**config.mk**
```make
export PLATFORM = sky130hd
export DESIGN_NAME = psd_div_cell
export DESIGN_NICKNAME = d
export VERILOG_FILES = /design/src/hw/rtl/psd_pkg.sv /design/src/hw/rtl/psd_div_cell.sv
export SDC_FILE = /design/constraint.sdc
export NUM_CORES = 1
export LEC_CHECK = 0
export ABC_AREA = 0
export BUFFER_PORTS_ARGS = -buffer_cell sky130_fd_sc_hd__buf_4
export CAP_MARGIN = 20
export CORE_AREA = 2 2 134 136
export CTS_CLUSTER_SIZE = 30
export DETAILED_ROUTE_END_ITERATION = 8
export DIE_AREA = 0 0 136 138
export MAX_ROUTING_LAYER = met4
export PLACE_DENSITY = 0.77
export SLEW_MARGIN = 20
export SYNTH_ARGS = -nofsm -noshare
export SYNTH_HDL_FRONTEND = slang
export SYNTH_SLANG_ARGS = --single-unit
```
**constraint.sdc**
```tcl
create_clock -name clock -period 4.2 [get_ports clock]
set_input_delay 0 -clock clock [delete_from_list [all_inputs] [get_ports clock]]
set_output_delay 0 -clock clock [all_outputs]
set_load 0.005 [all_outputs]
```
**src/hw/rtl/psd_pkg.sv**
```systemverilog
package psd_pkg;

   localparam int COORD_WIDTH     = 16;
   localparam int PARAM_FRAC_BITS = 16;
   localparam int TOL_W           = 17;
   localparam int DIST_W          = 17;

   localparam int DIFF_W  = COORD_WIDTH + 1;
   localparam int PROD_W  = 2 * DIFF_W;
   localparam int LEN_W   = PROD_W;
   localparam int DOT_W   = PROD_W + 1;
   localparam int REM_W   = LEN_W + 1;
   localparam int QUO_W   = PARAM_FRAC_BITS;
   localparam int PARAM_W = PARAM_FRAC_BITS + 1;
   localparam int PMUL_W  = PARAM_W + 1 + DIFF_W;
   localparam int OFF_W   = PMUL_W - PARAM_FRAC_BITS;
   localparam int DD_W    = OFF_W;
   localparam int SQ_W    = 2 * DD_W;
   localparam int SQW     = SQ_W;
   localparam int SQRT_STEPS = SQW / 2;
   localparam int ROOT_W  = SQRT_STEPS;
   localparam int SREM_W  = ROOT_W + 3;

   localparam logic [DIST_W-1:0] DIST_MAX = '1;

   typedef struct packed {
      logic signed [COORD_WIDTH-1:0] start_x;
      logic signed [COORD_WIDTH-1:0] start_y;
      logic signed [COORD_WIDTH-1:0] end_x;
      logic signed [COORD_WIDTH-1:0] end_y;
      logic signed [COORD_WIDTH-1:0] query_x;
      logic signed [COORD_WIDTH-1:0] query_y;
      logic [TOL_W-1:0]              tolerance;
   } req_type;

   typedef struct packed {
      logic [DIST_W-1:0] distance;
      logic              on_segment;
   } rsp_type;

   typedef struct packed {
      logic signed [DIFF_W-1:0] dx;
      logic signed [DIFF_W-1:0] dy;
      logic signed [DIFF_W-1:0] rx;
      logic signed [DIFF_W-1:0] ry;
      logic [TOL_W-1:0]         tol;
      logic                     force_one;
      logic [REM_W-1:0]         rem;
      logic [LEN_W-1:0]         len;
      logic [QUO_W-1:0]         quo;
   } div_type;

   typedef struct packed {
      logic [TOL_W-1:0]  tol;
      logic [SQW-1:0]    rad;
      logic [SREM_W-1:0] rem;
      logic [ROOT_W-1:0] root;
   } sqrt_type;

endpackage

```
**src/hw/rtl/psd_div_cell.sv**
```systemverilog
module psd_div_cell (
   input  logic              clock,
   input  logic              reset,
   input  logic              en,
   input  logic              in_valid,
   input  psd_pkg::div_type  in_data,
   output logic              out_valid,
   output psd_pkg::div_type  out_data
);

   logic                         valid_ff;
   psd_pkg::div_type             data_ff;
   psd_pkg::div_type             data_in;
   logic [psd_pkg::REM_W-1:0]    shifted;
   logic                         ge;

   always_comb begin
      shifted = {in_data.rem[psd_pkg::REM_W-2:0], 1'b0};
      ge      = shifted >= {1'b0, in_data.len};
      data_in = in_data;
      data_in.rem = ge ? shifted - {1'b0, in_data.len} : shifted;
      data_in.quo = {in_data.quo[psd_pkg::QUO_W-2:0], ge};
   end

   always_ff @(posedge clock) begin
      if (reset) begin
         valid_ff <= 1'b0;
      end else if (en) begin
         valid_ff <= in_valid;
      end
      if (en) begin
         data_ff <= data_in;
      end
   end

   assign out_valid = valid_ff;
   assign out_data  = data_ff;

endmodule

```
==> results of run 1 <==
-- synthesized netlist by cell type (3+ instances only) --
cell,number,area (µm²)
a211o_1,3,26.3
a21o_1,15,113
edfxtp_1,171,5130
o21bai_1,3,22.5
a21oi_1,52,260
nand2_1,21,78.8
o21a_1,3,22.5
nand4_1,7,43.8
a211oi_1,6,45.0
nand2b_1,4,25.0
clkbuf_1,10,37.5
nor2_1,48,180
nand3_1,11,55.1
o21ai_0,26,130
xor2_1,11,96.3
a31oi_1,8,50.1
inv_1,46,173
mux2_2,9,101
and3_1,4,25.0
xnor2_1,15,131
buf_2,7,35.0
nor3_1,9,45.0
ha_1,34,425
-- worst reg2reg max path, stage by stage (launching register included) --
cell,delay (ns)
dfxtp_1,0.32
mux2i_1,0.15
nor2_1,0.06
dlygate4sd3_1,0.56
-- cell type report --
class / instances / area share, %
Sequential cell: 172 / 40.1
Antenna cell: 5 / 0.0974
Multi-Input combinational cell: 332 / 18.1
Tap cell: 229 / 2.23
Timing Repair Buffer: 517 / 33.6
Clock inverter: 14 / 1.19
Inverter: 47 / 1.37
Clock buffer: 18 / 3.34
-- path summary, 6_finish.rpt --
check / from / end / slack (ns) / depth (start not counted)
worst max-delay path: in_data[16] / out_data[84] / 0.73 / 12
worst min-delay path: en / out_data[109] / 0.20 / 1
worst max register to register: out_valid / out_valid / 3.00 / 3
worst min register to register: out_valid / out_valid / 1.10 / 3
-- flip-flops by register name, indices dropped and copies added, names as in the netlist --
signal and flops:
out_data 171, out_valid 1
-- placed cells by master, fill, tap and decap left out, types with 15 or more instances in the layout --
master	instances
a21o_1	15
nor2_1	48
o21ai_0	26
buf_4	345
ha_1	34
inv_1	46
clkbuf_16	17
nand2_1	21
a21oi_1	52
xnor2_1	15
dlygate4sd3_1	171
edfxtp_1	171
-- metrics by stage --
stage                     instance area [µm²]  util, %  setup slack [ns]  hold WS, ns  power, µW
after floorplan                          7740        -              1.63       0.0724       2530
after global placement                  10500     60.1             0.957        0.157       3020
after detailed placement                10500     60.1             0.895        0.159       3050
after CTS                               12800     73.2             0.790        0.231       4720
after global routing                    12800     73.3             0.569        0.251       4880
final                                   12800     73.3             0.728        0.198       4720
-- power by group through the flow --
stage | combinational [µW] | sequential [µW] | clock [µW]
2_1_floorplan | 344 | 2180 | 0
3_3_place_gp | 861 | 2160 | 0
3_5_place_dp | 880 | 2170 | 0
4_1_cts | 1020 | 2130 | 1570
5_1_grt | 1110 | 2150 | 1620
6_report | 1040 | 2140 | 1540
-- routing by layer --
metal | share of wire, % | vias up | track usage, %
met5 | 0 | - | -
met4 | 4.5 | 0 | 13.4
met3 | 7.1 | 68 | 7.00
met2 | 50 | 327 | 48.6
met1 | 38 | 3330 | 32.7
li1 | - | 3186 | -
-- logic make-up after synthesis --
| logic type | count (synthesis) | share of synthesized area (%) |
|---|---|---|
| fa+ha+maj | 35 | 5.76 |
| compound gates | 141 | 12.4 |
| flops | 172 | 66.6 |
| xor+xnor | 26 | 2.94 |
| simple gates | 120 | 7.49 |
| mux | 10 | 1.44 |
| buf+inv | 66 | 3.41 |
==> results_dict.tcl, run 1 <==
set metrics [dict create \
    synth_flop_cell "edfxtp_1" \
    insertion_delay_ns 0.43 \
    synth.distinct_cells 63 \
    slowest_stage "dlygate4sd3_1" \
    drive_gt1_share_pct 36.8 \
    fin_skew_ns 0 \
    fmax_ghz 0.288 \
    leakage_uw 0.00552 \
    power.internal_uw 3440 \
    clkPwrFrac_pct 32.7 \
    cpPeakStageDelay_ns 0.54 \
    place.gp.congestion 0.869 \
    power.density_mw_per_mm2 368 \
    slew_violations 0 \
    io_buffer_count 344 \
    critPathMaxFanout 6 \
    path_common_cell "a31oi_1" \
    syn2layout_area_growth_pct 66.0 \
    slew-limit-headroom_pct 30.5 \
    cts.htree.levels 4 \
    tritoncts "done" \
    grt_usage_pct 29.0 \
    antenna_found_initial 5 \
    cts.sinks 172 \
    multi_input_area_mm2 0.00232 \
    start_util_pct 44.1 \
    yosysWarnings 0 \
    min_path_type "primary input to flop" \
    switching_share_pct 27.2 \
    clockBufferDepth 2 \
    avgRoutedWirePerCell_um 20.5 \
    path_clk_slew_ns 0.08 \
    syn_nets 780 \
    die_w_um 136 \
    numCtsBuffers 17 \
    cp_num_buf_inv 3 \
    fin_cells 1334 \
    tightest_slew_ns 1.04 \
    rsz0062_at_grt "no" \
    overflow 0 \
    routed_wl_um 27400 \
    drt_pass1_iterations 6 \
    path_cells "dlygate4sd3_1, buf_4, inv_1, fa_1, a21oi_1, o211ai_1, a31oi_1, nand2_1, a311oi_4, o21ai_0, a31oi_1, mux2_2" \
    dp_cells 1126 \
    num-nets-final 1297 \
    grt_pass1_wl_um 39600 \
    peakVddDrop_uv 270 \
    endpoint_kind "flop" \
    period_share_pct 82.7 \
    ys_ff_latch 172 \
    synth_area_mm2 0.00774 \
    grt_max_degree 111 \
    tns_ns 0 \
    core_mm2 0.0175 \
    fillers 1124 \
    std_cell_rows 49 \
    async_flop_share_pct 0 \
    final-setup-viol-count 0 \
    hpwl_um 17800 \
    outcome "finished, final reports clean" \
    cts_hold_buf 171 \
    synth-edff-count 171 \
    grt_pass1_vias 6958 \
    critical_path_class "primary input to flop" \
    fp.dieH_um 138 \
    synth_seq_area_share_pct 66.6 \
    power_frac_comb_pct 22.1 \
    postCtsSetupBuffers 0 \
    crit_required_ns 4.37 \
    root_buffer "clkbuf_16" \
    drc 0 \
    hold_viol 0 \
    pwr-share-seq_pct 45.3 \
    seq_area_mm2 0.00515 \
    crit_path_start_kind "primary input" \
    switchingPower_uw 1280 \
    cts_resized 0 \
    dieArea_mm2 0.0188 \
    vias_per_cell 5.18 \
    synthCells 570 \
    crit_arrival_ns 3.64 \
    finalCriticalPeriod_ns 3.47 \
    ant_nets 0 \
    io_pins 347 \
    avgSynthCellArea_um2 13.6 \
    first_iter_violations 558 \
    vias 6911 \
    critPathTopFamily "compound AO/OA/AOI/OAI gates" \
    max_cap_viol_count 0 \
]
No activity file was read; power rests on OpenSTA's default activity.
==> inputs of run 2 (changes only) <==
--- a/config.mk
+++ b/config.mk
@@ -8,10 +8,10 @@
 export ABC_AREA = 0
 export BUFFER_PORTS_ARGS = -buffer_cell sky130_fd_sc_hd__buf_4
 export CAP_MARGIN = 20
-export CORE_AREA = 2 2 134 136
+export CORE_MARGIN = 1
+export CORE_UTILIZATION = 43
 export CTS_CLUSTER_SIZE = 30
 export DETAILED_ROUTE_END_ITERATION = 8
-export DIE_AREA = 0 0 136 138
 export MAX_ROUTING_LAYER = met4
 export PLACE_DENSITY = 0.77
 export SLEW_MARGIN = 20
==> constraint.sdc (replaced) <==
create_clock -name clock -period 2.97 [get_ports clock]
set_input_delay 0 -clock clock [delete_from_list [all_inputs] [get_ports clock]]
set_output_delay 0 -clock clock [all_outputs]
set_load 0.005 [all_outputs]
==> run 2 against run 1 <==
Count of clock-buffer cells in the layout is 1 lower. Clock power increased by 45%. Hold slack worse by 0.14 ns. Core utilization grew 1.2 points. Critical path type unchanged.
==> results_dict.tcl, run 2 (synthesis results as in run 1) <==
set metrics [dict create \
    outcome "finished, final reports clean" \
    path_cells "dlygate4sd3_1, buf_4, inv_1, ha_1, nor2_1, a211o_2, a41oi_2, o41ai_4, o21ai_4, a21oi_4, inv_2, buf_4, mux2_2" \
    std_cell_rows 48 \
    crit_arrival_ns 3.00 \
    largest_reg_flops 171 \
    cp_num_buf_inv 5 \
    final_area_mm2 0.0130 \
    peakVddDrop_uv 420 \
    critical_path_class "primary input to flop" \
    r2r-end "out_valid" \
    power.density_mw_per_mm2 523 \
    crit_required_ns 3.16 \
    path_clk_slew_ns 0.08 \
    root_buffer "clkbuf_16" \
    vias 7007 \
    ant_nets 0 \
    endpoint_kind "flop" \
    holdPathEnd "out_data[8]" \
    grt_usage_pct 31.3 \
    tightest_slew_ns 0.595 \
    grt_max_degree 67 \
    hold_start "en" \
    insertion_delay_ns 0.43 \
    hold_viol 0 \
    finalCriticalPeriod_ns 2.81 \
    slew-limit-headroom_pct 60.3 \
    slew_violations 0 \
    max_cap_viol_count 0 \
    io_buffer_count 344 \
    path_common_cell "buf_4" \
    die_w_um 136 \
    tns_ns 0 \
    dieArea_mm2 0.0185 \
    crit_path_start_kind "primary input" \
    critPathMaxFanout 20 \
    layout_commonest_cell "buf_4" \
    hpwl_um 18500 \
    post_dp_cell_area_mm2 0.0106 \
    drc 0 \
    r2r_start "out_valid" \
    tritoncts "done" \
    slowest_stage "dlygate4sd3_1" \
    grt_pass1_vias 7014 \
    cts.sinks 172 \
    antenna_found_initial 3 \
    clockBufferDepth 2 \
    critPathTopFamily "compound AO/OA/AOI/OAI gates" \
    period_share_pct 94.6 \
    grt_pass1_wl_um 40500 \
    start_util_pct 44.4 \
    hold_depth 1 \
    cts.htree.levels 4 \
    drt_pass1_iterations 5 \
    r2r_cells 3 \
    drive_gt1_share_pct 37.9 \
    fin_skew_ns 0 \
    final-setup-viol-count 0 \
    first_iter_violations 508 \
    syn2layout_area_growth_pct 67.6 \
    core_mm2 0.0174 \
    final_cell_mix "buf_4, dlygate4sd3_1, edfxtp_1, a21oi_1, nor2_1" \
    overflow 0 \
    vias_per_cell 5.22 \
    place.gp.congestion 0.868 \
    io_pins 347 \
    reg2reg_slack_ns 1.82 \
    rsz0062_at_grt "no" \
    num-nets-final 1312 \
    final_core_util_pct 74.5 \
    min_path_type "primary input to flop" \
    numCtsBuffers 17 \
    avgRoutedWirePerCell_um 21.4 \
    fp.dieH_um 136 \
    cpPeakStageDelay_ns 0.55 \
    routed_wl_um 28800 \
    leakage_uw 0.00560 \
    fmax_ghz 0.356 \
    whs_ns 0.0591 \
]
==> run 2: layer usage <==
layer | vias to the layer above | share of wire (%) | global-route usage (%)
li1 | 3207 | - | -
met1 | 3354 | 38 | 34.8
met2 | 351 | 49 | 51.8
met3 | 95 | 7.0 | 7.46
met4 | 0 | 5.8 | 17.1
met5 | - | 0 | -
==> run 2: final cells by class <==
class,count,area (µm²)
antenna,4,10.0
timing repair buffer,532,4440
inverter,47,176
tap,225,282
sequential,172,5150
multi-input combinational,332,2330
clock inverter,14,149
fill,1103,4450
clock buffer,17,425
==> run 2: timing repair <==
| item | 4_1_cts | 5_1_grt |
|---|---|---|
| setup buffers | 0 | 3 |
| endpoints found under the hold margin | 171 | 0 |
| gates resized for setup | 0 | 3 |
| hold buffers | 172 | 0 |
| setup endpoints to repair | 0 | 4 |
==> run 2: per-stage QoR <==
stage | power [µW] | setup slack [ns] | std cells
2_1_floorplan | 3570 | 0.397 | 570
4_1_cts | 6740 | 0.0156 | 1336
3_3_place_gp | 4310 | 0.0587 | 1133
3_5_place_dp | 4330 | 0.00335 | 1133
5_1_grt | 7000 | 0.00462 | 1342
6_report | 6780 | 0.160 | 1343
==> run 2: worst max-delay path by stage <==
stage / from / endpoint / slack, ns / cells past startpoint
after floorplan: in_data[16] / out_data[84] / 0.40 / 10
after global placement: in_data[16] / out_data[84] / 0.06 / 11
after detailed placement: in_data[16] / out_data[84] / 0.003 / 11
after CTS: in_data[18] / out_data[84] / 0.02 / 12
after global routing: in_data[23] / out_data[84] / 0.005 / 12
final: in_data[18] / out_data[83] / 0.16 / 13
==> run 2: where the power goes <==
part           switching (µW)  leakage (µW)  internal, µW
Clock                    1110      0.000282          1130
Combinational             696       0.00363           821
Sequential               81.0       0.00168          2940
==> inputs of run 3 (changes only) <==
--- a/config.mk
+++ b/config.mk
@@ -8,10 +8,10 @@
 export ABC_AREA = 0
 export BUFFER_PORTS_ARGS = -buffer_cell sky130_fd_sc_hd__buf_4
 export CAP_MARGIN = 20
-export CORE_MARGIN = 1
-export CORE_UTILIZATION = 43
+export CORE_AREA = 2 2 134 136
 export CTS_CLUSTER_SIZE = 30
 export DETAILED_ROUTE_END_ITERATION = 8
+export DIE_AREA = 0 0 136 138
 export MAX_ROUTING_LAYER = met4
 export PLACE_DENSITY = 0.77
 export SLEW_MARGIN = 20
==> constraint.sdc (replaced) <==
create_clock -name clock -period 3.45 [get_ports clock]
set_input_delay 0 -clock clock [delete_from_list [all_inputs] [get_ports clock]]
set_output_delay 0 -clock clock [all_outputs]
set_load 0.005 [all_outputs]
==> run 3 against run 2 <==
Core utilization shrank 0.74 points. Clock power shrank 13%. Count of clock-buffer cells in the layout rose by 1. Design area is 0.33% lower. Non-clock buffer count decreased by 9.
==> results_dict.tcl, run 3 (synthesis results as in run 1) <==
set metrics [dict create \
    path_common_cell "a31oi_1" \
    postCtsSetupBuffers 0 \
    hpwl_um 17700 \
    cts.htree.levels 4 \
    vias 6943 \
    max_cap_viol_count 0 \
    crit_required_ns 3.63 \
    r2r_cells 3 \
    endpoint_kind "flop" \
    cts.sinks 172 \
    tritoncts "done" \
    crit_path_start_kind "primary input" \
    slew_violations 0 \
    fmax_ghz 0.307 \
    drt_pass1_iterations 5 \
    fin_skew_ns 0 \
    slew-limit-headroom_pct 42.2 \
    ant_nets 0 \
    first_iter_violations 562 \
    grt_usage_pct 29.5 \
    routed_wl_um 27500 \
    syn2layout_area_growth_pct 67.1 \
    dp_cells 1132 \
    critPathMaxFanout 3 \
    r2r_start "out_valid" \
    insertion_delay_ns 0.43 \
    io_pins 347 \
    grt_max_degree 91 \
    r2r-end "out_valid" \
    crit_arrival_ns 3.44 \
    std_cell_rows 49 \
    hold_start "en" \
    clockBufferDepth 2 \
    vias_per_cell 5.19 \
    grt_pass1_wl_um 40200 \
    fin_cells 1338 \
    finalCriticalPeriod_ns 3.26 \
    core_mm2 0.0175 \
    io_buffer_count 344 \
    worst_slack_ns 0.192 \
    leakage_uw 0.00557 \
    place.gp.congestion 0.851 \
    largest_reg_flops 171 \
    layout_commonest_cell "buf_4" \
    path_cells "dlygate4sd3_1, buf_4, inv_1, fa_1, a21oi_1, o211ai_1, a31oi_1, nand2_1, a311oi_4, o21ai_0, a31oi_1, mux2_2" \
    final-setup-viol-count 0 \
    holdPathEnd "out_data[109]" \
    cpPeakStageDelay_ns 0.55 \
    dieArea_mm2 0.0188 \
    tightest_slew_ns 0.867 \
    fp.dieH_um 138 \
    drc 0 \
    avgRoutedWirePerCell_um 20.5 \
    peakVddDrop_uv 392 \
    antenna_found_initial 3 \
    period_share_pct 94.4 \
    final_cell_mix "buf_4, dlygate4sd3_1, edfxtp_1, a21oi_1, nor2_1" \
    hold_depth 1 \
    whs_ns 0.136 \
    tns_ns 0 \
    overflow 0 \
    cts_resized 0 \
    min_path_type "primary input to flop" \
    rsz0062_at_grt "no" \
    grt_pass1_vias 6951 \
    place_ws_ns 0.414 \
    hold_viol 0 \
    start_util_pct 44.1 \
    drive_gt1_share_pct 37.2 \
    reg2reg_slack_ns 2.25 \
    numCtsBuffers 17 \
    num-nets-final 1303 \
    outcome "finished, final reports clean" \
    path_clk_slew_ns 0.08 \
    slowest_stage "dlygate4sd3_1" \
    critical_path_class "primary input to flop" \
    power.density_mw_per_mm2 451 \
    die_w_um 136 \
    final_core_util_pct 73.7 \
    root_buffer "clkbuf_16" \
]
run 3: cell types whose count changed in the layout (fill, tap and decap cells not counted), sizes merged:
cell | previous run | this run
clkinvlp | 1 | 2
buf | 360 | 352
bufinv | 0 | 1
clkinv | 4 | 2
dlygate4sd3 | 172 | 171
clkbuf | 17 | 18
diode | 4 | 3
run 3: area by class of cell:
class / count / area [µm²]
diodes: 3 / 7.51
clock buffers: 18 / 429
clock inverters: 14 / 171
fillers: 1124 / 4610
inverters: 47 / 176
multi-input cells: 332 / 2320
flip-flops and latches: 172 / 5150
well taps: 229 / 287
repair buffers: 523 / 4380
run 3: how the worst max path moves through the flow:
stage / from / to / slack (ns) / depth (start not counted)
3_5_place_dp: in_data[16] / out_data[84] / 0.41 / 11
6_report: in_data[16] / out_data[84] / 0.19 / 12
4_1_cts: in_data[16] / out_data[84] / 0.31 / 12
2_1_floorplan: in_data[16] / out_data[84] / 0.88 / 10
3_3_place_gp: in_data[16] / out_data[84] / 0.47 / 11
5_1_grt: in_data[16] / out_data[84] / 0.05 / 12
run 3: layer usage:
metal  up-vias  GRT usage (%)  share of wire [%]
li1       3178              -                  -
met1      3348           34.3                 39
met2       349           47.7                 49
met3        68           7.37                7.5
met4         0           14.5                4.9
met5         -              -                  0
run 3: what timing repair did:
action | 4_1_cts | 5_1_grt
hold endpoints to repair | 171 | 0
setup endpoints to repair | 0 | 0
hold buffers | 171 | 0
run 3: stage by stage:
stage / cell area, µm² / power, µW
detailed placement: 10600 / 3720
global route: 12900 / 6060
global placement: 10600 / 3700
CTS: 12900 / 5830
finish: 12900 / 5840
floorplan: 7740 / 3080
run 3: critical path: cells and delay by family:
| family | cells | cell delay, ns |
|---|---|---|
| buffers and inverters | 3 | 0.75 |
| multiplexers | 1 | 0.35 |
| AO/OA/AOI/OAI | 6 | 1.63 |
| adder cells (fa/ha/maj) | 1 | 0.47 |
| AND/OR/NAND/NOR | 1 | 0.23 |
run 3: power breakdown:
part | switching [µW] | internal [µW] | total (µW)
logic | 589 | 697 | 1290
clock network | 905 | 1040 | 1950
registers | 66.2 | 2540 | 2600
total | 1560 | 4280 | 5840
