**config.mk**
```make
export PLATFORM = sky130hd
export DESIGN_NAME = psd_sqrt_cell
export DESIGN_NICKNAME = d
export VERILOG_FILES = /design/src/hw/rtl/psd_pkg.sv /design/src/hw/rtl/psd_sqrt_cell.sv
export SDC_FILE = /design/constraint.sdc
export NUM_CORES = 1
export LEC_CHECK = 0
export BUFFER_PORTS_ARGS = -buffer_cell sky130_fd_sc_hd__buf_2
export CORE_ASPECT_RATIO = 0.9
export CORE_MARGIN = 8
export CORE_UTILIZATION = 47
export CTS_CLUSTER_SIZE = 12
export DETAILED_ROUTE_END_ITERATION = 6
export GPL_ROUTABILITY_DRIVEN = 0
export GPL_TIMING_DRIVEN = 0
export MAX_ROUTING_LAYER = met4
export PLACE_DENSITY = 0.8
export REMOVE_ABC_BUFFERS = 1
export SYNTH_ARGS = -nofsm -noshare
export SYNTH_HDL_FRONTEND = slang
export SYNTH_SLANG_ARGS = --single-unit
```
**constraint.sdc**
```tcl
create_clock -name clock -period 3.9 [get_ports clock]
set_input_delay 0.78 -clock clock [delete_from_list [all_inputs] [get_ports clock]]
set_output_delay 0.78 -clock clock [all_outputs]
set_load 0.01 [all_outputs]
```
**src/hw/rtl/psd_pkg.sv**
```systemverilog
package psd_pkg;

   localparam int COORD_WIDTH     = 16;
   localparam int PARAM_FRAC_BITS = 16;
   localparam int TOL_W           = 17;
   localparam int DIST_W          = 17;

   localparam int DIFF_W  = COORD_WIDTH + 1;
   localparam int PROD_W  = 2 * DIFF_W;
   localparam int LEN_W   = PROD_W;
   localparam int DOT_W   = PROD_W + 1;
   localparam int REM_W   = LEN_W + 1;
   localparam int QUO_W   = PARAM_FRAC_BITS;
   localparam int PARAM_W = PARAM_FRAC_BITS + 1;
   localparam int PMUL_W  = PARAM_W + 1 + DIFF_W;
   localparam int OFF_W   = PMUL_W - PARAM_FRAC_BITS;
   localparam int DD_W    = OFF_W;
   localparam int SQ_W    = 2 * DD_W;
   localparam int SQW     = SQ_W;
   localparam int SQRT_STEPS = SQW / 2;
   localparam int ROOT_W  = SQRT_STEPS;
   localparam int SREM_W  = ROOT_W + 3;

   localparam logic [DIST_W-1:0] DIST_MAX = '1;

   typedef struct packed {
      logic signed [COORD_WIDTH-1:0] start_x;
      logic signed [COORD_WIDTH-1:0] start_y;
      logic signed [COORD_WIDTH-1:0] end_x;
      logic signed [COORD_WIDTH-1:0] end_y;
      logic signed [COORD_WIDTH-1:0] query_x;
      logic signed [COORD_WIDTH-1:0] query_y;
      logic [TOL_W-1:0]              tolerance;
   } req_type;

   typedef struct packed {
      logic [DIST_W-1:0] distance;
      logic              on_segment;
   } rsp_type;

   typedef struct packed {
      logic signed [DIFF_W-1:0] dx;
      logic signed [DIFF_W-1:0] dy;
      logic signed [DIFF_W-1:0] rx;
      logic signed [DIFF_W-1:0] ry;
      logic [TOL_W-1:0]         tol;
      logic                     force_one;
      logic [REM_W-1:0]         rem;
      logic [LEN_W-1:0]         len;
      logic [QUO_W-1:0]         quo;
   } div_type;

   typedef struct packed {
      logic [TOL_W-1:0]  tol;
      logic [SQW-1:0]    rad;
      logic [SREM_W-1:0] rem;
      logic [ROOT_W-1:0] root;
   } sqrt_type;

endpackage

```
**src/hw/rtl/psd_sqrt_cell.sv**
```systemverilog
module psd_sqrt_cell (
   input  logic               clock,
   input  logic               reset,
   input  logic               en,
   input  logic               in_valid,
   input  psd_pkg::sqrt_type  in_data,
   output logic               out_valid,
   output psd_pkg::sqrt_type  out_data
);

   logic                          valid_ff;
   psd_pkg::sqrt_type             data_ff;
   psd_pkg::sqrt_type             data_in;
   logic [psd_pkg::SREM_W-1:0]    cur;
   logic [psd_pkg::SREM_W-1:0]    trial;
   logic                          ge;

   always_comb begin
      cur   = {in_data.rem[psd_pkg::SREM_W-3:0], in_data.rad[psd_pkg::SQW-1 -: 2]};
      trial = {1'b0, in_data.root, 2'b01};
      ge    = cur >= trial;
      data_in      = in_data;
      data_in.rem  = ge ? cur - trial : cur;
      data_in.root = {in_data.root[psd_pkg::ROOT_W-2:0], ge};
      data_in.rad  = {in_data.rad[psd_pkg::SQW-3:0], 2'b00};
   end

   always_ff @(posedge clock) begin
      if (reset) begin
         valid_ff <= 1'b0;
      end else if (en) begin
         valid_ff <= in_valid;
      end
      if (en) begin
         data_ff <= data_in;
      end
   end

   assign out_valid = valid_ff;
   assign out_data  = data_ff;

endmodule

```
==> results of run 1 <==
-- per-stage QoR --
step | instances | util | hold WS, ns | total power [uW]
floorplan | 290 | - | 0.528 | 1590
global placement | 604 | 0.598 | 0.469 | 1800
detailed placement | 605 | 0.602 | 0.552 | 1820
CTS | 620 | 0.623 | 0.565 | 2460
global route | 622 | 0.623 | 0.551 | 2540
finish | 622 | 0.623 | 0.556 | 2440
-- worst max-delay path: stages --
cell     delay (ns)
buf_2          0.11
inv_1          0.05
ha_1           0.42
nand4_2        0.17
or3_4          0.44
nor4_2         0.30
a31oi_1        0.15
o21ai_2        0.09
a41o_4         0.51
mux2_2         0.38
-- layout by cell type, fill, tap and decap left out, drive strengths merged, types with 3 or more instances in the layout --
cell	n
nor2	13
a21o	13
nand3	4
o21bai	4
mux2i	3
buf	193
edfxtp	94
or3	3
o21a	5
nand2	13
o21ai	7
xor2	4
inv	26
clkbuf	9
o31ai	3
a21oi	15
ha	21
a31oi	4
xnor2	14
mux2	19
-- power breakdown --
| part | total [uW] | leakage, uW | internal (uW) | switching, uW |
|---|---|---|---|---|
| Clock | 646 | 0.0000938 | 297 | 350 |
| Sequential | 1260 | 0.000928 | 1240 | 24.1 |
| Combinational | 529 | 0.00158 | 248 | 281 |
-- worst max path at each step --
stage	end	slack [ns]	depth (start not counted)
after floorplan	out_data[21]	0.66	9
after global placement	out_data[23]	0.25	10
after detailed placement	out_data[21]	0.21	10
after CTS	out_data[22]	0.58	10
after global routing	out_data[23]	0.47	10
final	out_data[22]	0.60	10
-- routing by layer --
layer	routed length (um)	part of all wire	up-vias
met1	4810	0.40	1505
li1	-	-	1503
met5	0	0	-
met2	6110	0.51	149
met3	1100	0.091	6
met4	70	0.0058	0
-- flip-flops by register name, summed over array words and instances, names as in the netlist --
name,flops
out_data,94
out_valid,1
-- cell type report --
class                   count  area (um2)  share of cell area
clock inverters             6        67.6              0.0119
well taps                 122         153              0.0268
clock buffers               9         124              0.0218
repair buffers            193         991               0.174
diodes                      2        5.00            0.000880
inverters                  24        90.1              0.0158
multi-input cells         171        1410               0.249
flip-flops and latches     95        2840               0.500
-- cell families (layout without fill, tap and decap cells) --
| logic type | Yosys count | count (layout) | share of synthesized area |
|---|---|---|---|
| compound gates | 63 | 63 | 0.101 |
| xor+xnor | 18 | 18 | 0.0357 |
| fa+ha+maj | 21 | 21 | 0.0595 |
| buf+inv | 32 | 232 | 0.0371 |
| flops | 95 | 95 | 0.644 |
| mux | 22 | 22 | 0.0688 |
| other cells | 1 | 4 | 0.000849 |
| simple gates | 45 | 45 | 0.0530 |
==> results.md, run 1 <==
* Die Height at about 110 um
* Worst Setup Start Kind: primary input
* Worst hold endpoint: out_valid
* Syn. warnings at 0
* Number of synthesized register bits at 95
* Die W at 118 um
* FF-to-FF path depth at 2
* Sequential-to-total area share from yosys stat at 0.644
* I/O pin count at roughly 200
* Die area at around 13000 um2
* Initial Utilization at 0.484
* Critical Path End Type: flip-flop
* Critical path arrival at 3.42 ns
* Layout cell share with drive strength beyond 1 at 0.470
* Syn avg cell area at around 15 um2
* Max-Cap Viols at 0
* First-pass DRT Iterations at 4
* Setup_tns at 0 ns
* Final period utilization at 0.846
* Clock-pin slew on the worst setup and hold paths at approximately 0.090 ns
* FP Rows at 33
* Slew @ Worst Pin at about 0.58 ns
* R2r startpoint: out_valid
* Top_reg_cell synth: edfxtp_1
* FILL cells at approximately 700
* Status: completed
* Hold Path Stages at 2
* Root buffer cell: clkbuf_8
* Worst Setup SP: in_data[10]
* RSZ-0062 raised after global routing: false
* Top cell type's share of synthesized area at 0.639
* DR DRC count at 0
* Global-route wire length before repair at roughly 18000 um
* Post-CTS Hold Buffers at 0
* H-tree Lvls at 3
* WL/cell at ~20 um
* CORE AREA at 9130 um2
* Synth unique cells at 51
* Mapped Area at roughly 4400 um2
* Aggregate global-route resource usage at 0.187
* Post-route minimum period at between 3 and 4 ns
* Met1 Usage GRT at 0.213
* Worst-Skew Late Latency at roughly 0.36 ns
* Grt total ovfl at 0
* Vias in the first global route at between 3000 and 4000
* PD cells at ~430 nW/um2
* Most Crowded Layer GR: met2
* DRT iter0 DRCs at between 300 and 400
* Clk buf depth at 2
* Setup bufs post-CTS at 0
* Critical R2R Capture: out_valid
* Cell Area, Placed at ~5500 um2
* Total clock buffers created by CTS at 9
* Pins over their slew limit at 0
* Largest net degree at the start of global routing at 68
* Vias at ~3200
* Port Buffers at approximately 190
* WL final at 12100 um
* Final clock skew at 0 ns
* Most area-hungry cell type in the Yosys netlist: edfxtp_1
* Antenna violations before repair at 2
* Worst-path fanout max at 23
* Synth cell count leaders: edfxtp_1 (94), inv_1 (24), ha_1 (21)
* Fin area at between 5000 and 6000 um2
* EDFF count, synth at 94
* P_leak at ~0.0026 uW
* Met3 Use GR at 0.0604
* Final hold vios at 0
* Crit path kind: in2reg
* Clk sinks at 95
* Setup WS post-layout at ~0.60 ns
* CTS tree: yes
* Most common cell in the synthesized netlist: edfxtp_1
* Synth Instances at ~300
* Vias per inst at roughly 5.1
* Hold Path Origin: out_valid
* Fmax at approximately 300 MHz
* Fin nets at roughly 600
* Rel. slew slack at 0.609
* Syn-to-layout area delta at 28.8%
* Worst EP required at around 4 ns
* Reg2Reg Setup Slack at ~3.3 ns
* Post-synth ARST share at 0
* Hold Crit Class: reg2reg
* Synth area leaders: edfxtp_1 (64%), ha_1 (5.9%), mux2_4 (5.4%), xnor2_1 (2.8%), a21o_1 (2.0%)
* Final HPWL DP at between 9000 and 10000 um
* Final setup vio count at 0
* PostCTS Resize Cnt at 0
* ANT nets after route at 0
* VDD IR max at just over 0.2 mV
* Setup WS pre-CTS at slightly above 0.2 ns
* GRT met2 Usage at 0.319
Power figures use the tool's default switching activity.
==> inputs of run 2 (changes only) <==
--- a/config.mk
+++ b/config.mk
@@ -5,16 +5,17 @@
 export SDC_FILE = /design/constraint.sdc
 export NUM_CORES = 1
 export LEC_CHECK = 0
+export ABC_AREA = 1
 export BUFFER_PORTS_ARGS = -buffer_cell sky130_fd_sc_hd__buf_2
 export CORE_ASPECT_RATIO = 0.9
 export CORE_MARGIN = 8
-export CORE_UTILIZATION = 47
+export CORE_UTILIZATION = 44
 export CTS_CLUSTER_SIZE = 12
 export DETAILED_ROUTE_END_ITERATION = 6
 export GPL_ROUTABILITY_DRIVEN = 0
 export GPL_TIMING_DRIVEN = 0
 export MAX_ROUTING_LAYER = met4
-export PLACE_DENSITY = 0.8
+export PLACE_DENSITY = 0.77
 export REMOVE_ABC_BUFFERS = 1
 export SYNTH_ARGS = -nofsm -noshare
 export SYNTH_HDL_FRONTEND = slang
==> constraint.sdc (replaced) <==
create_clock -name clock -period 3 [get_ports clock]
set_input_delay 0.6 -clock clock [delete_from_list [all_inputs] [get_ports clock]]
set_output_delay 0.6 -clock clock [all_outputs]
set_load 0.01 [all_outputs]
==> results.md, run 2 <==
* Status: completed (unchanged)
* Antenna violations before repair at 0 (was 2)
* Commonest non-fill, non-tap cell in the layout: buf_2 (unchanged)
* Synth Instances at 495 (was 297)
* Post-route minimum period at between 2 and 2.5 ns
* DRT iter0 DRCs at 298 (was 323)
* Reg2Reg Setup Slack at 2.43 ns (was 3.28 ns)
* Hold Crit Class: in2reg (was reg2reg)
* Most frequent cells in the layout: buf_2 (191), nand2_1 (181), edfxtp_1 (94), inv_1 (85), nand3_1 (31) (was buf_2 (191), edfxtp_1 (94), inv_1 (24), ha_1 (21), mux2_4 (16))
* Clock-pin slew on the worst setup and hold paths at 0.07 ns (was 0.09 ns)
* Final hold vios at 0 (unchanged)
* R2r startpoint: out_valid (unchanged)
* Crit path kind: in2reg (unchanged)
* Root buffer cell: clkbuf_16 (was clkbuf_8)
* FP Rows at 36 (was 33)
* Final HPWL DP at 10300 um (was 9650 um)
* Die W at 126 um (was 118 um)
* FILL cells at 943 (was 703)
* Largest net degree at the start of global routing at 52 (was 68)
* Synth unique cells at 27 (was 51)
* Rel. slew slack at 0.584 (was 0.609)
* Setup_tns at 0 ns (unchanged)
* Setup WS pre-CTS at 0.304 ns (was 0.205 ns)
* Slew @ Worst Pin at 0.624 ns (was 0.583 ns)
* Aggregate global-route resource usage at 0.185 (was 0.187)
* Synth cell count leaders: nand2_1 (181), edfxtp_1 (94), inv_1 (85) (was edfxtp_1 (94), inv_1 (24), ha_1 (21))
* Max reg flops at 94 (unchanged)
* WL/cell at 15.5 um (was 19.4 um)
* Max-Cap Viols at 0 (unchanged)
* Setup WS post-layout at 0.670 ns (was 0.600 ns)
* Critical Path End Type: flip-flop (unchanged)
* VDD IR max at 0.274 mV (was 0.204 mV)
* Number of synthesized register bits at 95 (unchanged)
* # diodes at 0 (was 2)
* Port Buffers at 192 (unchanged)
* Clk buf depth at 2 (unchanged)
* First-pass DRT Iterations at 5 (was 4)
* CP cell instances: buf_2 > inv_1 > ha_1 > nand2_1 > inv_2 > nand2_1 > nor3_2 > nand2_2 > nand2_2 > nand2_2 > nand2_4 > inv_2 > nand2_1 > nand2_1 (was buf_2 > inv_1 > ha_1 > nand4_2 > or3_4 > nor4_2 > a31oi_1 > o21ai_2 > a41o_4 > mux2_2)
* EDFF count, synth at 94 (unchanged)
* DR DRC count at 0 (unchanged)
* H-tree Lvls at 3 (unchanged)
* Worst-path fanout max at 24 (was 23)
* ANT nets after route at 0 (unchanged)
* Worst EP required at 3.10 ns (was 4.02 ns)
* Max incr delay on CP at 0.34 ns (was 0.51 ns)
* Synth area leaders: edfxtp_1 (59%), nand2_1 (14%), inv_1 (6.7%), ha_1 (5.5%), nand3_1 (3.3%) (was edfxtp_1 (64%), ha_1 (5.9%), mux2_4 (5.4%), xnor2_1 (2.8%), a21o_1 (2.0%))
* P_leak at 0.00315 uW (was 0.00260 uW)
* Die area at 14400 um2 (was 12800 um2)
* Worst Setup Start Kind: primary input (unchanged)
* Clk sinks at 95 (unchanged)
* Syn avg cell area at 9.61 um2 (was 14.9 um2)
* Pins over their slew limit at 0 (unchanged)
* Initial Utilization at 0.445 (was 0.484)
* I/O pin count at 197 (unchanged)
* Layout cell share with drive strength beyond 1 at 0.321 (was 0.470)
* Final period utilization at 0.777
* Most area-hungry cell type in the Yosys netlist: edfxtp_1 (unchanged)
* Vias in the first global route at 3969 (was 3181)
* Most common cell in the synthesized netlist: nand2_1 (was edfxtp_1)
* Die Height at 115 um (was 108 um)
* PostCTS Resize Cnt at 0 (unchanged)
* Final clock skew at 0 ns (unchanged)
* CP delay by family, top: simple AND/OR/NAND/NOR gates (unchanged)
* Sequential Area at 2840 um2 (unchanged)
* Worst Setup SP: in_data[9] (was in_data[10])
* WL final at 12900 um (was 12100 um)
* Worst-Skew Late Latency at 0.33 ns (was 0.36 ns)
* Top cell type's share of synthesized area at 0.594 (was 0.639)
* CP bufs+invs at 4 (was 2)
* PD cells at 571 nW/um2 (was 429 nW/um2)
* Final setup vio count at 0 (unchanged)
* Multi-input gate area at 1520 um2 (was 1410 um2)
* Post-CTS Hold Buffers at 0 (unchanged)
* Sequential-to-total area share from yosys stat at 0.598 (was 0.644)
* Syn. warnings at 0 (unchanged)
* Hold Path Origin: reset (was out_valid)
* Slowest-stage cell, CP: ha_1 (was a41o_4)
* Syn-to-layout area delta at 29.6% (was 28.8%)
* Top cell by count, worst path: nand2_1
* Post-synth ARST share at 0 (unchanged)
* RSZ-0062 raised after global routing: false (unchanged)
* Setup bufs post-CTS at 0 (unchanged)
* CTS tree: yes (unchanged)
* Vias at 3942 (was 3163)
* Total clock buffers created by CTS at 9 (unchanged)
* Top_reg_cell synth: edfxtp_1 (unchanged)
* CORE AREA at 10700 um2 (was 9130 um2)
* Fmax at about 430 MHz
* Grt total ovfl at 0 (unchanged)
* Critical path arrival at 2.43 ns (was 3.42 ns)
* Global-route wire length before repair at 20200 um (was 17800 um)
* Vias per inst at 4.74 (was 5.09)
* Mapped Area at 4750 um2 (was 4420 um2)
* Fin nets at 814 (was 615)
==> run 2: changes by cell type after synthesis, moves of 5 or more <==
cell	before	now
nand2_1	12	181
inv_1	24	85
nand3_1	4	31
mux2_4	16	0
xnor2_1	14	1
a21o_1	12	0
nor2_1	13	24
xor2_1	4	9
==> run 2: worst register-to-register path: cells and delay by family, from the launching register on <==
family,cells,cell delay (ns)
DFF,1,0.30
muxes,1,0.12
and+or+nand+nor,1,0.05
==> run 2: layout make-up <==
type | instances | area share
Sequential cell | 95 | 0.461
Multi-Input combinational cell | 305 | 0.246
Timing Repair Buffer | 193 | 0.160
Inverter | 89 | 0.0542
Clock buffer | 10 | 0.0372
Tap cell | 133 | 0.0270
Clock inverter | 6 | 0.0146
==> run 2: final timing paths <==
| kind | end | cells past startpoint |
|---|---|---|
| worst max-delay path | out_data[26] | 14 |
| worst min-delay path | out_valid | 2 |
| worst max register to register | out_valid | 2 |
| worst min register to register | out_valid | 2 |
==> run 2: report_power, final <==
group | internal (uW) | switching (uW)
Combinational | 252 | 411
Sequential | 1610 | 27.6
Clock | 735 | 488
Total | 2590 | 926
==> run 2: kinds of logic after synthesis <==
family,count (synthesis),share of synthesized area
compound gates,17,0.0200
xor+xnor,10,0.0184
fa+ha+maj,21,0.0553
buf+inv,96,0.0839
flops,95,0.598
mux,1,0.00211
other cells,1,0.000789
simple gates,254,0.222
==> run 2: layer usage <==
metal	wire length (um)	share of wire	GRT usage	up-vias
li1	-	-	-	1969
met1	5340	0.41	0.207	1782
met2	6300	0.49	0.315	176
met3	1070	0.083	0.0512	15
met4	184	0.014	0.0583	0
met5	0	0	-	-
==> run 2: stage by stage <==
step | total power (uW) | area [um2] | std cells | hold slack, ns | util
4_1_cts | 3550 | 6160 | 831 | 0.404 | 0.577
2_1_floorplan | 2030 | 4690 | 489 | 0.528 | -
3_3_place_gp | 2310 | 5820 | 814 | 0.473 | 0.545
5_1_grt | 3690 | 6160 | 831 | 0.419 | 0.577
6_report | 3520 | 6160 | 831 | 0.412 | 0.577
3_5_place_dp | 2330 | 5840 | 815 | 0.476 | 0.547
==> inputs of run 3 (changes only) <==
--- a/config.mk
+++ b/config.mk
@@ -5,11 +5,11 @@
 export SDC_FILE = /design/constraint.sdc
 export NUM_CORES = 1
 export LEC_CHECK = 0
-export ABC_AREA = 1
+export ABC_AREA = 0
 export BUFFER_PORTS_ARGS = -buffer_cell sky130_fd_sc_hd__buf_2
 export CORE_ASPECT_RATIO = 0.9
 export CORE_MARGIN = 8
-export CORE_UTILIZATION = 44
+export CORE_UTILIZATION = 43
 export CTS_CLUSTER_SIZE = 12
 export DETAILED_ROUTE_END_ITERATION = 6
 export GPL_ROUTABILITY_DRIVEN = 0
==> constraint.sdc (replaced) <==
create_clock -name clock -period 1.9 [get_ports clock]
set_input_delay 0.38 -clock clock [delete_from_list [all_inputs] [get_ports clock]]
set_output_delay 0.38 -clock clock [all_outputs]
set_load 0.01 [all_outputs]
==> results.md, run 3 (synthesis gave the netlist of run 1 again) <==
* Largest net degree at the start of global routing at 57 (was 52)
* R2r startpoint: out_valid (unchanged)
* Vias in the first global route at 3417 (was 3969)
* Worst Setup Start Kind: primary input (unchanged)
* Max incr delay on CP at 0.30 ns (was 0.34 ns)
* Max reg flops at 94 (unchanged)
* CP cell instances: buf_8 > inv_4 > ha_4 > buf_4 > nand2_1 > o21a_1 > o31ai_4 > a31oi_2 > o21ai_4 > a41o_4 > buf_12 > mux2_4 (was buf_2 > inv_1 > ha_1 > nand2_1 > inv_2 > nand2_1 > nor3_2 > nand2_2 > nand2_2 > nand2_2 > nand2_4 > inv_2 > nand2_1 > nand2_1)
* Critical path arrival at 2.44 ns (was 2.43 ns)
* Total clock buffers created by CTS at 9 (unchanged)
* Worst Setup SP: in_data[10] (was in_data[9])
* P_leak at 0.00284 uW (was 0.00315 uW)
* Worst EP required at 1.99 ns (was 3.10 ns)
* Status: finished with violations (was completed)
* Hold Crit Class: in2reg (unchanged)
* Final hold vios at 0 (unchanged)
* I/O pin count at 197 (unchanged)
* H-tree Lvls at 3 (unchanged)
* Worst-Skew Late Latency at 0.34 ns (was 0.33 ns)
* Final setup vio count at 23 (was 0)
* Pins over their slew limit at 0 (unchanged)
* First-pass DRT Iterations at 4 (was 5)
* Die Height at 112 um (was 115 um)
* Vias per inst at 5.06 (was 4.74)
* Clk sinks at 95 (unchanged)
* CP delay by family, top: compound AO/OA/AOI/OAI gates (was simple AND/OR/NAND/NOR gates)
* CORE AREA at 10100 um2 (was 10700 um2)
* Layout cell share with drive strength beyond 1 at 0.570 (was 0.321)
* Crit path kind: in2reg (unchanged)
* Failing checks: negative setup slack
* Slowest-stage cell, CP: mux2_4 (was ha_1)
* Net Sw Frac at 0.266 (was 0.263)
* CP bufs+invs at 4 (unchanged)
* Vias at 3319 (was 3942)
* Hold Path Origin: reset (unchanged)
* VDD IR max at 0.743 mV (was 0.274 mV)
* Clock-pin slew on the worst setup and hold paths at 0.07 ns (about the same)
* Syn-to-layout area delta at 45.6% (was 29.6%)
* Worst-path fanout max at 7 (was 24)
* Fin area at 6430 um2 (was 6160 um2)
* Logic pwr share at 0.232 (was 0.188)
* Worst path depth at 12 (was 14)
* Port Buffers at 192 (unchanged)
* Slew @ Worst Pin at 0.553 ns (was 0.624 ns)
* ANT nets after route at 0 (unchanged)
* Clk buf depth at 2 (unchanged)
* Cell Area, Placed at 5500 um2 (was 5840 um2)
* Cell-internal power at 4270 uW (was 2590 uW)
* Final HPWL DP at 9600 um (was 10300 um)
* Clock power share at 0.322 (was 0.347)
* Fin nets at 641 (was 814)
* DRT iter0 DRCs at 226 (was 298)
* Global-route wire length before repair at 19300 um (was 20200 um)
* DR DRC count at 0 (unchanged)
* Final period utilization at 1.24
* Setup WS pre-CTS at -1.35 ns (was 0.304 ns)
* Sequential share of power at 0.447 (was 0.465)
* Most frequent cells in the layout: buf_2 (183), edfxtp_1 (94), buf_4 (21), mux2_4 (19), inv_1 (17) (was buf_2 (191), nand2_1 (181), edfxtp_1 (94), inv_1 (85), nand3_1 (31))
* Max-Cap Viols at 0 (unchanged)
* FP Rows at 35 (was 36)
* FF-to-FF path depth at 2 (unchanged)
* Die W at 123 um (was 126 um)
* Fmax at between 400 and 500 MHz
* Commonest non-fill, non-tap cell in the layout: buf_2 (unchanged)
* Rel. slew slack at 0.631 (was 0.584)
* CTS tree: yes (unchanged)
* Aggregate global-route resource usage at 0.189 (was 0.185)
* Die area at 13800 um2 (was 14400 um2)
* Antenna violations before repair at 2 (was 0)
* Root buffer cell: clkbuf_16 (unchanged)
* Fin util at 0.636 (was 0.577)
* Final clock skew at 0 ns (unchanged)
* RSZ-0062 raised after global routing: true (was false)
* PD cells at 905 nW/um2 (was 571 nW/um2)
* Setup WS post-layout at -0.452 ns (was 0.670 ns)
* WL/cell at 20.1 um (was 15.5 um)
* Setup_tns at -9.50 ns (was 0 ns)
* Post-CTS Hold Buffers at 0 (unchanged)
* Grt total ovfl at 0 (unchanged)
* WL final at 13200 um (was 12900 um)
* Initial Utilization at 0.437 (was 0.445)
* Critical Path End Type: flip-flop (unchanged)
* Hold Path Stages at 2 (unchanged)
* NetSw at 1550 uW (was 926 uW)
* Post-route minimum period at approximately 2.4 ns
[run 3: changes by cell type in the layout (fill, tap and decap cells not counted), sizes merged, moves of 5 or more]
cell   previous run  this run
nand2           186        13
inv              91        27
nand3            32         4
buf             193       218
mux2              0        19
nor2             27        13
a21o              0        13
xnor2             1        14
o21ai             2         7
xor2              9         4
[run 3: worst paths after layout]
kind / to / slack [ns]
min reg2reg: out_valid / 0.53
max: out_data[31] / -0.45
min: out_valid / 0.20
max reg2reg: out_valid / 1.31
[run 3: stage by stage]
stage | instances | power [uW] | hold slack (ns)
after global placement | 611 | 3690 | 0.470
after global routing | 656 | 6070 | 0.192
after floorplan | 290 | 3260 | 0.452
final | 656 | 5820 | 0.198
after CTS | 650 | 5840 | 0.190
after detailed placement | 612 | 3730 | 0.522
[run 3: power groups by stage]
stage	Combinational, uW	Sequential, uW	Clock [uW]
2_1_floorplan	500	2760	0
3_3_place_gp	1060	2640	0
3_5_place_dp	1090	2640	0
4_1_cts	1320	2600	1920
5_1_grt	1450	2610	2000
6_report	1350	2600	1870
[run 3: routing by layer]
metal / track usage / wire length (um) / vias up
met5: - / 0 / -
met1: 0.219 / 5130 / 1600
met2: 0.324 / 6720 / 143
met4: 0.0365 / 114 / 0
met3: 0.0507 / 1200 / 9
li1: - / - / 1567
[run 3: cell type report]
type                            instances  area (um2)
Antenna cell                            2        5.00
Clock buffer                            9         225
Sequential cell                        95        2840
Timing Repair Buffer                  218        1270
Multi-Input combinational cell        172        1740
Inverter                               24        95.1
Fill cell                             758        3690
Tap cell                              129         161
Clock inverter                          7        88.8
[run 3: what timing repair did]
action,CTS,global route
gates cloned,1,0
endpoints found under the setup margin,23,23
buffers inserted,21,4
resized for setup,71,6
pin swaps,23,1
[run 3: worst reg2reg max path: cells and delay by family, from the launching register on]
| family | cells | cell delay [ns] |
|---|---|---|
| flip-flops | 1 | 0.31 |
| multiplexers | 1 | 0.12 |
| AND/OR/NAND/NOR | 1 | 0.06 |
